### src/hdl/cth_pkg.sv
`timescale 1ns / 1ps
// ============================================================================
// cth_pkg
// Shared sizes, register indexes and controller types for the cache tag
// hit tracker.
// ============================================================================
package cth_pkg;

    // Cache geometry
    localparam int LINES     = 64;
    localparam int ADDR_BITS = 20;
    localparam int SETS      = LINES / 2;
    localparam int IDX_W     = $clog2(LINES);
    localparam int SET_W     = $clog2(SETS);
    localparam int TAG_W     = ADDR_BITS;
    localparam int SHIFT_W   = 5;
    localparam int CNT_W     = 32;

    // Configuration port
    localparam int CFG_IDX_W  = 3;
    localparam int CFG_DATA_W = 4;

    typedef enum logic [CFG_IDX_W-1:0] {
        CFG_CACHE_MODE     = 3'd0,
        CFG_DM_OFFSET_BITS = 3'd1,
        CFG_DM_INDEX_BITS  = 3'd2,
        CFG_SA_OFFSET_BITS = 3'd3,
        CFG_SA_INDEX_BITS  = 3'd4
    } cfg_reg_t;

    // Access kinds and modes
    localparam logic OP_LOAD       = 1'b0;
    localparam logic OP_STORE      = 1'b1;
    localparam logic MODE_DIRECT   = 1'b0;
    localparam logic MODE_TWO_WAY  = 1'b1;

    // Controller states
    typedef enum logic {
        ST_IDLE   = 1'b0,
        ST_LOOKUP = 1'b1
    } ctl_state_t;

    // Commands from controller to datapath
    typedef struct packed {
        logic load;    // capture the input transaction and start the tag read
        logic commit;  // resolve hit/miss, update state and load the result
    } ctl_cmd_t;

endpackage

### src/hdl/cache_tag_hit_tracker_core.sv
`timescale 1ns / 1ps
// An accepted transaction is captured and starts a registered tag RAM read; the
// compare-and-update step then puts its result in the output register when free.
// No new transaction is taken until the previous one has been committed.
// A new transaction is taken while a finished result waits in the output register.
// Reset clears valid bits, LRU bits, counters and restores configuration defaults;
// tag RAM contents are left as they are, with no clearing pass.
// ============================================================================
// cache_tag_hit_tracker_core
// Tag store of a small write-through data cache, direct mapped or two-way LRU,
// reporting hit, way and running hit/access totals per load or store.
// ============================================================================
module cache_tag_hit_tracker_core (
    input  logic                           clk,
    input  logic                           rst_n,
    input  logic                           cfg_we,
    input  logic [cth_pkg::CFG_IDX_W-1:0]  cfg_index,
    input  logic [cth_pkg::CFG_DATA_W-1:0] cfg_data,
    input  logic                           in_valid,
    output logic                           in_stall,
    input  logic                           operation,
    input  logic [cth_pkg::ADDR_BITS-1:0]  address,
    output logic                           out_valid,
    input  logic                           out_stall,
    output logic                           hit,
    output logic                           way_used,
    output logic [cth_pkg::CNT_W-1:0]      hit_total,
    output logic [cth_pkg::CNT_W-1:0]      access_total
);

    cth_pkg::ctl_cmd_t cmd;

    // Sequencing
    cth_ctrl u_ctrl (
        .clk       (clk),
        .rst_n     (rst_n),
        .in_valid  (in_valid),
        .in_stall  (in_stall),
        .out_valid (out_valid),
        .out_stall (out_stall),
        .cmd       (cmd)
    );

    // Tag lookup and state
    cth_datapath u_datapath (
        .clk          (clk),
        .rst_n        (rst_n),
        .cmd          (cmd),
        .cfg_we       (cfg_we),
        .cfg_index    (cfg_index),
        .cfg_data     (cfg_data),
        .operation    (operation),
        .address      (address),
        .hit          (hit),
        .way_used     (way_used),
        .hit_total    (hit_total),
        .access_total (access_total)
    );

endmodule

### src/hdl/cth_ram.sv
`timescale 1ns / 1ps
// ============================================================================
// cth_ram
// Generic single-write, single-read RAM with registered read data.
// ============================================================================
module cth_ram #(
    parameter int WIDTH = 8,
    parameter int DEPTH = 32
) (
    input  logic                     clk,
    input  logic                     we,
    input  logic [$clog2(DEPTH)-1:0] waddr,
    input  logic [WIDTH-1:0]         wdata,
    input  logic                     re,
    input  logic [$clog2(DEPTH)-1:0] raddr,
    output logic [WIDTH-1:0]         rdata
);

    logic [WIDTH-1:0] mem_reg [DEPTH];
    logic [WIDTH-1:0] rdata_reg;

    // Write port
    always_ff @(posedge clk)
    begin
        if (we)
        begin
            mem_reg[waddr] <= wdata;
        end
    end

    // Registered read, hold data when not reading
    always_ff @(posedge clk)
    begin
        if (re)
        begin
            rdata_reg <= mem_reg[raddr];
        end
    end

    assign rdata = rdata_reg;

endmodule

### src/hdl/cth_ctrl.sv
`timescale 1ns / 1ps
// ============================================================================
// cth_ctrl
// Controller: accepts one transaction, waits for the tag read, then commits
// the result into the output register when it is free.
// ============================================================================
module cth_ctrl (
    input  logic              clk,
    input  logic              rst_n,
    input  logic              in_valid,
    output logic              in_stall,
    output logic              out_valid,
    input  logic              out_stall,
    output cth_pkg::ctl_cmd_t cmd
);

    cth_pkg::ctl_state_t state_reg;
    cth_pkg::ctl_state_t state_next;
    logic                out_valid_reg;
    logic                out_valid_next;
    logic                out_free;

    // Output register can take a result this cycle
    assign out_free = !out_valid_reg || !out_stall;

    // Next state
    always_comb
    begin
        state_next = state_reg;
        unique case (state_reg)
            cth_pkg::ST_IDLE:
            begin
                if (in_valid)
                begin
                    state_next = cth_pkg::ST_LOOKUP;
                end
            end
            cth_pkg::ST_LOOKUP:
            begin
                if (out_free)
                begin
                    state_next = cth_pkg::ST_IDLE;
                end
            end
            default:
            begin
                state_next = cth_pkg::ST_IDLE;
            end
        endcase
    end

    // Outputs and commands
    always_comb
    begin
        in_stall   = 1'b1;
        cmd.load   = 1'b0;
        cmd.commit = 1'b0;
        unique case (state_reg)
            cth_pkg::ST_IDLE:
            begin
                in_stall = 1'b0;
                cmd.load = in_valid;
            end
            cth_pkg::ST_LOOKUP:
            begin
                cmd.commit = out_free;
            end
            default:
            begin
                in_stall = 1'b1;
            end
        endcase
    end

    // Output valid: set on commit, drop when taken
    always_comb
    begin
        priority if (cmd.commit)
        begin
            out_valid_next = 1'b1;
        end
        else if (!out_stall)
        begin
            out_valid_next = 1'b0;
        end
        else
        begin
            out_valid_next = out_valid_reg;
        end
    end

    always_ff @(posedge clk or negedge rst_n)
    begin
        if (!rst_n)
        begin
            state_reg     <= cth_pkg::ST_IDLE;
            out_valid_reg <= 1'b0;
        end
        else
        begin
            state_reg     <= state_next;
            out_valid_reg <= out_valid_next;
        end
    end

    assign out_valid = out_valid_reg;

    // Never overwrite a result that is still waiting
    a_no_overwrite: assert property (@(posedge clk) disable iff (!rst_n)
        cmd.commit |-> !(out_valid_reg && out_stall))
        else $error("result committed over a stalled result");

    // A captured transaction goes to lookup
    a_load_to_lookup: assert property (@(posedge clk) disable iff (!rst_n)
        cmd.load |=> (state_reg == cth_pkg::ST_LOOKUP))
        else $error("load did not enter lookup");

    // A commit always presents a result next cycle
    a_commit_valid: assert property (@(posedge clk) disable iff (!rst_n)
        cmd.commit |=> out_valid_reg)
        else $error("commit did not raise out_valid");

    // Load and commit never coincide
    a_cmd_exclusive: assert property (@(posedge clk) disable iff (!rst_n)
        !(cmd.load && cmd.commit))
        else $error("load and commit in the same cycle");

endmodule

### src/hdl/cth_datapath.sv
`timescale 1ns / 1ps
// ============================================================================
// cth_datapath
// Configuration registers, address split, tag RAMs (one per way), valid and
// LRU bits, hit/miss resolution and running counters.
// ============================================================================
module cth_datapath (
    input  logic                             clk,
    input  logic                             rst_n,
    input  cth_pkg::ctl_cmd_t                cmd,
    input  logic                             cfg_we,
    input  logic [cth_pkg::CFG_IDX_W-1:0]    cfg_index,
    input  logic [cth_pkg::CFG_DATA_W-1:0]   cfg_data,
    input  logic                             operation,
    input  logic [cth_pkg::ADDR_BITS-1:0]    address,
    output logic                             hit,
    output logic                             way_used,
    output logic [cth_pkg::CNT_W-1:0]        hit_total,
    output logic [cth_pkg::CNT_W-1:0]        access_total
);

    localparam logic [2:0] DM_IB_MAX = 3'(cth_pkg::IDX_W);
    localparam logic [2:0] SA_IB_MAX = 3'(cth_pkg::SET_W);

    // Configuration registers
    logic       cache_mode_reg;
    logic [3:0] dm_offset_bits_reg;
    logic [2:0] dm_index_bits_reg;
    logic [3:0] sa_offset_bits_reg;
    logic [2:0] sa_index_bits_reg;

    // Captured transaction
    logic                        op_reg;
    logic [cth_pkg::IDX_W-1:0]   ent_reg;
    logic [cth_pkg::TAG_W-1:0]   tag_reg;

    // Cache state
    logic [cth_pkg::LINES-1:0]   valid_reg;
    logic [cth_pkg::SETS-1:0]    lru_reg;
    logic [cth_pkg::CNT_W-1:0]   hit_cnt_reg;
    logic [cth_pkg::CNT_W-1:0]   acc_cnt_reg;
    logic                        hit_out_reg;
    logic                        way_out_reg;

    // Address split
    logic [2:0]                  dm_ib;
    logic [2:0]                  sa_ib;
    logic [3:0]                  off_bits;
    logic [2:0]                  idx_bits;
    logic [cth_pkg::SHIFT_W-1:0] tag_shift;
    logic [cth_pkg::ADDR_BITS-1:0] addr_shifted;
    logic [cth_pkg::IDX_W-1:0]   idx_mask;
    logic [cth_pkg::IDX_W-1:0]   idx_raw;
    logic [cth_pkg::IDX_W-1:0]   ent_next;
    logic [cth_pkg::TAG_W-1:0]   tag_next;
    logic [cth_pkg::SET_W-1:0]   rd_row;
    logic [cth_pkg::SET_W-1:0]   row;

    // Lookup
    logic [cth_pkg::TAG_W-1:0]   rd_tag0;
    logic [cth_pkg::TAG_W-1:0]   rd_tag1;
    logic                        match0;
    logic                        match1;
    logic                        hit_now;
    logic                        way_now;
    logic                        alloc;
    logic                        wr_way;
    logic                        we0;
    logic                        we1;

    // Configuration writes
    always_ff @(posedge clk or negedge rst_n)
    begin
        if (!rst_n)
        begin
            cache_mode_reg     <= cth_pkg::MODE_DIRECT;
            dm_offset_bits_reg <= 4'd5;
            dm_index_bits_reg  <= 3'd5;
            sa_offset_bits_reg <= 4'd6;
            sa_index_bits_reg  <= 3'd4;
        end
        else if (cfg_we)
        begin
            unique case (cfg_index)
                cth_pkg::CFG_CACHE_MODE:     cache_mode_reg     <= cfg_data[0];
                cth_pkg::CFG_DM_OFFSET_BITS: dm_offset_bits_reg <= cfg_data;
                cth_pkg::CFG_DM_INDEX_BITS:  dm_index_bits_reg  <= cfg_data[2:0];
                cth_pkg::CFG_SA_OFFSET_BITS: sa_offset_bits_reg <= cfg_data;
                cth_pkg::CFG_SA_INDEX_BITS:  sa_index_bits_reg  <= cfg_data[2:0];
                default: ;
            endcase
        end
    end

    // Clamp index bits to the geometry and split the address
    always_comb
    begin
        dm_ib = (dm_index_bits_reg > DM_IB_MAX) ? DM_IB_MAX : dm_index_bits_reg;
        sa_ib = (sa_index_bits_reg > SA_IB_MAX) ? SA_IB_MAX : sa_index_bits_reg;
        if (cache_mode_reg == cth_pkg::MODE_TWO_WAY)
        begin
            off_bits = sa_offset_bits_reg;
            idx_bits = sa_ib;
        end
        else
        begin
            off_bits = dm_offset_bits_reg;
            idx_bits = dm_ib;
        end
        tag_shift    = cth_pkg::SHIFT_W'(off_bits) + cth_pkg::SHIFT_W'(idx_bits);
        addr_shifted = address >> off_bits;
        idx_mask     = cth_pkg::IDX_W'((1 << idx_bits) - 1);
        idx_raw      = addr_shifted[cth_pkg::IDX_W-1:0] & idx_mask;
        tag_next     = cth_pkg::TAG_W'(address >> tag_shift);
        // Two-way: entry of way 0 of the set; direct mapped: the line itself
        if (cache_mode_reg == cth_pkg::MODE_TWO_WAY)
        begin
            ent_next = {idx_raw[cth_pkg::SET_W-1:0], 1'b0};
        end
        else
        begin
            ent_next = idx_raw;
        end
        rd_row = ent_next[cth_pkg::IDX_W-1:1];
    end

    // Capture the transaction
    always_ff @(posedge clk)
    begin
        if (cmd.load)
        begin
            op_reg  <= operation;
            ent_reg <= ent_next;
            tag_reg <= tag_next;
        end
    end

    assign row = ent_reg[cth_pkg::IDX_W-1:1];

    // Tag RAMs: way 0 holds even entries, way 1 odd entries
    cth_ram #(
        .WIDTH (cth_pkg::TAG_W),
        .DEPTH (cth_pkg::SETS)
    ) u_tag_way0 (
        .clk   (clk),
        .we    (we0),
        .waddr (row),
        .wdata (tag_reg),
        .re    (cmd.load),
        .raddr (rd_row),
        .rdata (rd_tag0)
    );

    cth_ram #(
        .WIDTH (cth_pkg::TAG_W),
        .DEPTH (cth_pkg::SETS)
    ) u_tag_way1 (
        .clk   (clk),
        .we    (we1),
        .waddr (row),
        .wdata (tag_reg),
        .re    (cmd.load),
        .raddr (rd_row),
        .rdata (rd_tag1)
    );

    // Resolve hit, way and allocation
    always_comb
    begin
        match0 = valid_reg[{row, 1'b0}] && (rd_tag0 == tag_reg);
        match1 = valid_reg[{row, 1'b1}] && (rd_tag1 == tag_reg);
        if (cache_mode_reg == cth_pkg::MODE_TWO_WAY)
        begin
            hit_now = match0 || match1;
            priority if (match0)
            begin
                way_now = 1'b0;
            end
            else if (match1)
            begin
                way_now = 1'b1;
            end
            else
            begin
                way_now = lru_reg[row];
            end
            alloc  = !hit_now;
            wr_way = way_now;
        end
        else
        begin
            hit_now = ent_reg[0] ? match1 : match0;
            way_now = 1'b0;
            alloc   = !hit_now && (op_reg == cth_pkg::OP_LOAD);
            wr_way  = ent_reg[0];
        end
        we0 = cmd.commit && alloc && !wr_way;
        we1 = cmd.commit && alloc && wr_way;
    end

    // Update valid, LRU and counters on commit
    always_ff @(posedge clk or negedge rst_n)
    begin
        if (!rst_n)
        begin
            valid_reg   <= '0;
            lru_reg     <= '0;
            hit_cnt_reg <= '0;
            acc_cnt_reg <= '0;
        end
        else if (cmd.commit)
        begin
            if (alloc)
            begin
                valid_reg[{row, wr_way}] <= 1'b1;
            end
            if (cache_mode_reg == cth_pkg::MODE_TWO_WAY)
            begin
                lru_reg[row] <= !way_now;
            end
            if (hit_now)
            begin
                hit_cnt_reg <= hit_cnt_reg + 1'b1;
            end
            acc_cnt_reg <= acc_cnt_reg + 1'b1;
        end
    end

    // Result payload
    always_ff @(posedge clk)
    begin
        if (cmd.commit)
        begin
            hit_out_reg <= hit_now;
            way_out_reg <= way_now;
        end
    end

    assign hit          = hit_out_reg;
    assign way_used     = way_out_reg;
    assign hit_total    = hit_cnt_reg;
    assign access_total = acc_cnt_reg;

    // Every commit counts one access
    a_acc_count: assert property (@(posedge clk) disable iff (!rst_n)
        cmd.commit |=> (acc_cnt_reg == $past(acc_cnt_reg) + 1'b1))
        else $error("access counter did not advance");

    // Counters only move on commit
    a_cnt_hold: assert property (@(posedge clk) disable iff (!rst_n)
        !cmd.commit |=> ($stable(acc_cnt_reg) && $stable(hit_cnt_reg)))
        else $error("counter moved without commit");

    // At most one tag way written per commit
    a_one_write: assert property (@(posedge clk) disable iff (!rst_n)
        !(we0 && we1))
        else $error("both tag ways written");

endmodule
### config.mk
export PLATFORM = sky130hd
export DESIGN_NAME = cache_tag_hit_tracker_core
export DESIGN_NICKNAME = d
export VERILOG_FILES = /design/src/hdl/cth_pkg.sv /design/src/hdl/cache_tag_hit_tracker_core.sv /design/src/hdl/cth_ram.sv /design/src/hdl/cth_ctrl.sv /design/src/hdl/cth_datapath.sv
export SDC_FILE = /design/constraint.sdc
export NUM_CORES = 2
export LEC_CHECK = 0
export ABC_AREA = 1
export BUFFER_PORTS_ARGS = -buffer_cell sky130_fd_sc_hd__buf_2
export CAP_MARGIN = 20
export CORE_MARGIN = 8
export CORE_UTILIZATION = 30
export CTS_CLUSTER_DIAMETER = 200
export DETAILED_ROUTE_END_ITERATION = 8
export PLACE_DENSITY_LB_ADDON = 0.05
export SLEW_MARGIN = 10
export SYNTH_ARGS = -nofsm -noshare
export SYNTH_HDL_FRONTEND = slang
export SYNTH_HIERARCHICAL = 1
export SYNTH_SLANG_ARGS = --single-unit
### constraint.sdc
create_clock -name clk -period 7 [get_ports clk]
set_clock_uncertainty 0.05 [all_clocks]
set_input_delay 0.7 -clock clk [delete_from_list [all_inputs] [get_ports clk]]
set_output_delay 0.7 -clock clk [all_outputs]
set_load 0.05 [all_outputs]
# --- Yosys cells after proc, flatten, opt, wreduce, memory -nomap -nowiden ---
# Memory sizes are Yosys's and may differ from the RTL's. A register that Yosys moved wholly into a read port is not among the register bits.
# Index checks and enable logic that the tools add are counted.
totals:
  register_bits: 206
  ramBits: 1280
  input_bits: 33
  out_inout_bits: 68
  wordCells: 105
  mem_count: 2
op_classes:
  add_sub_neg: 4
  n_lt_le_gt_ge: 8
  n_eq_ne: 7
  shift: 3
  muxes: 35
  n_bitwise: 4
  n_reduce_logical: 25
memory_table:
  columns: ["memory", "words", "word_bits", "read_ports", "rd_ports_with_merged_regs", "wr", "line_no", "rtl"]
  rows:
  - ["u_datapath.u_tag_way0.mem_reg", 32, 20, 1, 1, 1, "cth_ram.sv:19", "logic [WIDTH-1:0] mem_reg [DEPTH];"]
  - ["u_datapath.u_tag_way1.mem_reg", 32, 20, 1, 1, 1, "cth_ram.sv:19", null]
ops:
  columns: ["operator", "n"]
  rows:
  - ["32-bit by 1-bit adder with 32-bit output (second input constant)", 2]
  - ["64-bit OR", 1]
  - ["20-bit == test", 2]
  - ["32-bit bitwise mux", 1]
  - ["1-bit two-way mux", 23]
  - ["6-bit by 7-bit less-than comparator with 1-bit output (second input constant)", 3]
  - ["20-bit by 4-bit right shift with 6-bit output", 1]
  - ["20-bit by 5-bit right shift with 20-bit output", 1]
  - ["2-bit AND reduction", 8]
  - ["1-bit binary-select mux with 5-bit select", 3]
  - ["3-bit two-way mux", 3]
  - ["1-bit logical AND", 8]
  - ["6-bit AND", 1]
  - ["1-bit demux with 6-bit select", 1]
  - ["3-bit by 2-bit == test with 1-bit output (second input constant)", 2]
  - ["6-bit by 1-bit >= comparator with 1-bit output (second input constant)", 1]
  - ["3-bit greater-than comparator (second input constant)", 2]
  - ["1-bit logical NOT", 6]
  - ["5-bit by 6-bit less-than comparator with 1-bit output (second input constant)", 1]
  - ["6-bit two-way mux", 1]
  - ["1-bit by 3-bit << shifter with 6-bit output (first input constant)", 1]
  - ["6-bit by 2-bit subtractor with 6-bit output (second input constant)", 1]
  - ["4-bit by 3-bit adder with 5-bit output", 1]
  - ["1-bit demux with 5-bit select", 1]
  - ["9 further kinds", 11]

# --- Logic depth before layout (Yosys ltp) ---
depth:
  depth_word: 11
  mapped_depth: 26
  depth_no_buf: 22

# --- Hierarchy ---
# Netlist, hierarchy kept.
modules_own_cells:
  columns: ["mod", "n_inst", "cells_per_inst", "area_each_um2", "seq_area_each_um2"]
  rows:
  - ["cth_ram", 2, 2230, 26719.4, 19819.0]
  - ["cth_datapath", 1, 1621, 12079.1, 5258.8]
  - ["cth_ctrl", 1, 11, 90.1, 50.0]

# --- Worst setup path after synthesis ---
# Ideal clock, no wire load.
synth_path:
  path_type: "register to register"
  startpoint: "reg u_datapath/tag_reg[19] (netlist bit)"
  endpoint: "mem u_datapath/u_tag_way1/mem_reg[31][0] (netlist bit) (enable)"
  setup_time_ps: 397
  arrival_time_ps: 3676
  t_required_ps: 6553
  slack_ps: 2878
  path_stages_with_launch: 15
  n_path_buf: 1
  synth_period_minus_slack_ps: 4122
  path_cell_list: "edfxtp_1 inv_1 or2_2 nand3_1 nor2_1 nand2_1 nor2_1 nand3_1 nand2_2 nor2_4 inv_2 buf_2 a21oi_1 nand3_1 nor2_1"
synth_between:
  elab_chain_len: 10
  word_cells_on_any_way: 17
  cone_classes: "eq/ne: 2; mux: 7; reduce/logical: 8"
synth_lines:
  columns: ["item", "line_no", "rtl"]
  rows:
  - ["start: declaration", "cth_datapath.sv:35", "logic [cth_pkg::TAG_W-1:0] tag_reg;"]
  - ["start signal: assignment", "cth_datapath.sv:134", "tag_reg <= tag_next;"]
  - ["20-bit == test, on equally long branches", "cth_datapath.sv:170, cth_datapath.sv:171", null]
  - ["1-bit logical AND, on equally long branches", "cth_datapath.sv:170, cth_datapath.sv:171", null]
  - ["1-bit two-way mux", "cth_datapath.sv:192", "hit_now = ent_reg[0] ? match1 : match0;"]
  - ["1-bit logical NOT", "cth_datapath.sv:194", "alloc = !hit_now && (op_reg == cth_pkg::OP_LOAD);"]
  - ["1-bit logical AND", "cth_datapath.sv:194", null]
  - ["1-bit two-way mux", "cth_datapath.sv:172", "if (cache_mode_reg == cth_pkg::MODE_TWO_WAY)"]
  - ["1-bit logical AND", "cth_datapath.sv:198", "we1 = cmd.commit && alloc && wr_way;"]
  - ["1-bit logical AND *", "cth_datapath.sv:198", null]
  - ["net u_datapath.we1", "cth_datapath.sv:69", "logic we1;"]
  - ["1-bit two-way mux *", "cth_ram.sv:25", "if (we)"]
  - ["1-bit two-way mux (implied by the code) *", "cth_ram.sv:27", "mem_reg[waddr] <= wdata;"]
  - ["end: declaration", "cth_ram.sv:19", null]
# The timed path passes the listed nets; every way through them passes the cells marked *.

# --- Worst setup path after layout ---
layout_path:
  startpoint: "reg u_datapath/ent_reg[1] (netlist bit)"
  endpoint: "mem u_datapath/u_tag_way1/mem_reg[3][0] (netlist bit) (enable)"
layout_between:
  elab_chain_len: 11
  word_cells_on_any_way: 21
  cone_classes: "mux: 13; reduce/logical: 8"
layout_lines:
  columns: ["item", "line_no", "rtl"]
  rows:
  - ["start: declaration", "cth_datapath.sv:34", "logic [cth_pkg::IDX_W-1:0] ent_reg;"]
  - ["start signal: assignment", "cth_datapath.sv:133", "ent_reg <= ent_next;"]
  - ["1-bit binary-select mux with 5-bit select, on equally long branches", "cth_datapath.sv:170, cth_datapath.sv:171", null]
  - ["1-bit two-way mux, on equally long branches", "cth_datapath.sv:170, cth_datapath.sv:171", null]
  - ["1-bit logical AND, on equally long branches", "cth_datapath.sv:170, cth_datapath.sv:171", null]
  - ["1-bit two-way mux", "cth_datapath.sv:192", null]
  - ["1-bit logical NOT", "cth_datapath.sv:194", null]
  - ["1-bit logical AND", "cth_datapath.sv:194", null]
  - ["1-bit two-way mux", "cth_datapath.sv:172", null]
  - ["1-bit logical AND", "cth_datapath.sv:198", null]
  - ["1-bit logical AND *", "cth_datapath.sv:198", null]
  - ["net u_datapath.we1", "cth_datapath.sv:69", null]
  - ["1-bit two-way mux *", "cth_ram.sv:25", null]
  - ["1-bit two-way mux (implied by the code) *", "cth_ram.sv:27", null]
# The timed path passes the listed nets; every way through them passes the cells marked *. The select of a mux whose other input is x is not followed.

==> reports/qor.tcl <==
set qor(synth_edf_count) 1349
set qor(timing.slew.headroom) 0.232
set qor(required_time_reported_for_the_critical_path_endpoint_ns) 7.43
set qor(via_count_of_the_first_global_routing_pass) 44000
set qor(route.detailed.vias_per_inst) 4.88
set qor(postLayoutCoreUtil) 0.344
set qor(cts-resized-gates) 0
set qor(clock_tree.buffer_depth) 3
set qor(final_min_period_over_clock_period) 0.880
set qor(synth_fp_nets) 6131
set qor(globalRoute.totalOverflow) 0
set qor(post_drt_wl_per_cell_um) 24.3
set qor(synth-seq-area-share) 0.685
set qor(total_count_of_max_transition_violations_in_the_final_report) 0
set qor(netlist_area_mm2) 0.0656
set qor(place.gp.congestion) 0.798
set qor(synth_ff_type) {edfxtp_1}
set qor(fmax_ghz) 0.162
set qor(rsz_0062_raised_after_global_routing) {no}
set qor(final_nets) 6234
set qor(period_minus_slack_ns) 6.16
set qor(tritoncts_num_sinks) 1526
set qor(grt.total_usage) 0.185
set qor(post-cts-setup-buffer-count) 0
set qor(final_layout_size_suffix_gt1_frac) 0.0995
set qor(max_slew.worst_pin.slew_ns) 1.15
set qor(row_count) 171
set qor(die-width_um) 484
set qor(worst_setup_path_end_kind) {register}
set qor(post_cts_hold_buffer_count) 2
set qor(cts_tree) {yes}
set qor(cts_made_buffers) 179
set qor(ys_ff_latch) 1526
set qor(worstPathMaxFanout) 33
set qor(fin_tns_setup_ns) 0
set qor(htreeDepth) 4
set qor(run_status) {finished, final reports clean}
set qor(power_per_cell_area_mw_per_mm2) 439
set qor(worst_setup_path_start_kind) {register}
set qor(grt_max_degree) 165
set qor(firstDrtPassIters) 6
set qor(synth-warning-count) 6
set qor(drt.antenna.violating_nets) 0
set qor(hold_path.class) {in2reg}
set qor(most_frequent_standard_cell_in_the_layout_excluding_fill_and_tap_cells) {nand2_1}
set qor(die_y_um) 484
set qor(drt-initial-drc-count) 3446
set qor(avg_synthesized_cell_area_um2) 10.8
set qor(timing.rr.start) {u_datapath/ent_reg[1]}
set qor(peak_supply_drop_mv) 0.453
set qor(grt_first_pass_wirelength_um) 322000
set qor(asyncSetResetFlopFracSynth) 0.116
set qor(cp_data_arrival_time_ns) 6.59
set qor(synth.lib_cells_used.distinct) 47
set qor(clk_pin_slew_worst_paths_ns) 0.06
set qor(route.vias.total) 44900
set qor(core_area_mm2) 0.217
set qor(detail_route.wirelength_um) 224000
set qor(starting_density_of_the_core) 0.302
set qor(timing.final.hold_violations) 0
set qor(crit_path_start) {u_datapath/ent_reg[1]}
set qor(detailed_place_hpwl_um) 127000
set qor(design.portCount) 101
set qor(route.detailed.drc) 0
set qor(port-buffer-count) 100
set qor(die-area_mm2) 0.234
set qor(hp-start) {out_stall}
set qor(p_leak_nw) 28.0
set qor(syn_inst) 6092
set qor(post_synthesis_to_final_layout_area_growth_pct) 13.9
set qor(cts_root_buf) {clkbuf_16}
set qor(cp_class) {reg2reg}
set qor(insertion_delay_ns) 0.82
set qor(most-common-layout-cells) {nand2_1, edfxtp_1, nand3_1}
set qor(finalSetupViolations) 0
set qor(max-cap-violations) 0
set qor(grt_antenna_before_repair) 15
-- where the power goes --
| part | internal, mW | switching (mW) | leakage, nW |
|---|---|---|---|
| Combinational | 2.90 | 9.49 | 11.2 |
| Clock | 4.97 | 3.78 | 2.66 |
| Sequential | 11.3 | 0.360 | 14.1 |
-- synth_stat cells (3+ instances only) --
library cell | number | area, um^2
o21ai_0 | 147 | 736
dfrtp_1 | 170 | 4250
o211ai_1 | 13 | 97.6
buf_2 | 151 | 756
or2_2 | 13 | 81.3
o31ai_1 | 3 | 22.5
buf_6 | 55 | 619
a21oi_1 | 35 | 175
buf_1 | 21 | 78.8
o21bai_1 | 32 | 240
a31oi_1 | 3 | 18.8
buf_8 | 4 | 60.1
clkbuf_1 | 49 | 184
mux2i_1 | 4 | 40.0
nor2_2 | 5 | 31.3
nand4_1 | 76 | 475
xor2_1 | 48 | 420
xnor2_1 | 41 | 359
nor2_1 | 217 | 815
nand2_1 | 2297 | 8620
a211oi_1 | 3 | 22.5
nor4_1 | 7 | 43.8
inv_2 | 13 | 48.8
buf_4 | 62 | 465
inv_1 | 171 | 642
dfstp_2 | 7 | 184
nand3_1 | 1025 | 5130
ha_1 | 5 | 62.6
o21ai_1 | 11 | 55.1
nand2_2 | 5 | 31.3
edfxtp_1 | 1349 | 40500
nor3_1 | 30 | 150
-- critical path, cell delays in order (launching register included) --
cell,delay (ns)
edfxtp_1,1.11
buf_4,0.41
inv_4,0.15
nand2_1,0.10
nand2_1,0.05
nand2_1,0.05
nand2_1,0.05
nand2_1,0.05
nand2_1,0.05
nor2_1,0.16
nand2_1,0.18
nand3_1,0.13
nand2_2,0.14
nor2_4,0.70
inv_2,0.07
a21oi_1,0.58
nand3_1,0.57
nor2_2,0.72
buf_4,0.45
-- layer usage --
metal / up-vias / routed length (um) / track usage
met1: 22400 / 105000 / 0.262
met4: 0 / 5750 / 0.0514
met3: 279 / 10900 / 0.0297
met5: - / 0 / 0
li1: 21100 / - / -
met2: 1062 / 102000 / 0.294
-- path summary, 6_finish.rpt --
kind	cells after the start	to	slack, ns
setup / recovery	18	u_datapath/u_tag_way1/mem_reg[3][0]	0.84
hold / removal	3	u_ctrl/out_valid	0.09
setup reg to reg	18	u_datapath/u_tag_way1/mem_reg[3][0]	0.84
hold reg to reg	2	u_datapath/valid_reg[21]	0.39
max in group asynchronous	3	u_datapath/dm_offset_bits_reg[1]	5.11
min in group asynchronous	2	u_ctrl/state_reg	0.38
-- cell type report --
class | count | area (um^2)
Inverter | 189 | 753
Timing Repair Buffer | 266 | 2010
Multi-Input combinational cell | 4033 | 18000
Tap cell | 2854 | 3570
Fill cell | 22000 | 143000
Clock inverter | 89 | 534
Sequential cell | 1526 | 44900
Clock buffer | 240 | 4870
Antenna cell | 7 | 17.5
-- through the flow --
| step | total power, mW | hold slack [ns] | setup slack (ns) | cells | cell area [um^2] |
|---|---|---|---|---|---|
| 2_1_floorplan | 19.5 | 0.354 | 2.88 | 6092 | 65600 |
| 3_3_place_gp | 24.5 | 0.380 | 0.607 | 8861 | 69200 |
| 3_5_place_dp | 24.4 | 0.385 | 0.809 | 8863 | 69200 |
| 4_1_cts | 33.3 | 0.00693 | 0.782 | 9194 | 74600 |
| 5_1_grt | 34.7 | 0.0516 | 0.564 | 9198 | 74700 |
| 6_report | 32.8 | 0.0899 | 0.838 | 9204 | 74700 |
-- kinds of logic after synthesis --
family,Yosys count,share of synthesized area
adders and majority gates,6,0.00126
xor gates and xnor gates,89,0.0119
muxes,4,0.000610
and+or+nand+nor,3680,0.235
DFF,1526,0.685
AOI/OAI and AO/OA,254,0.0217
buffers and inverters,533,0.0442
(Power assumes the default switching activity.)
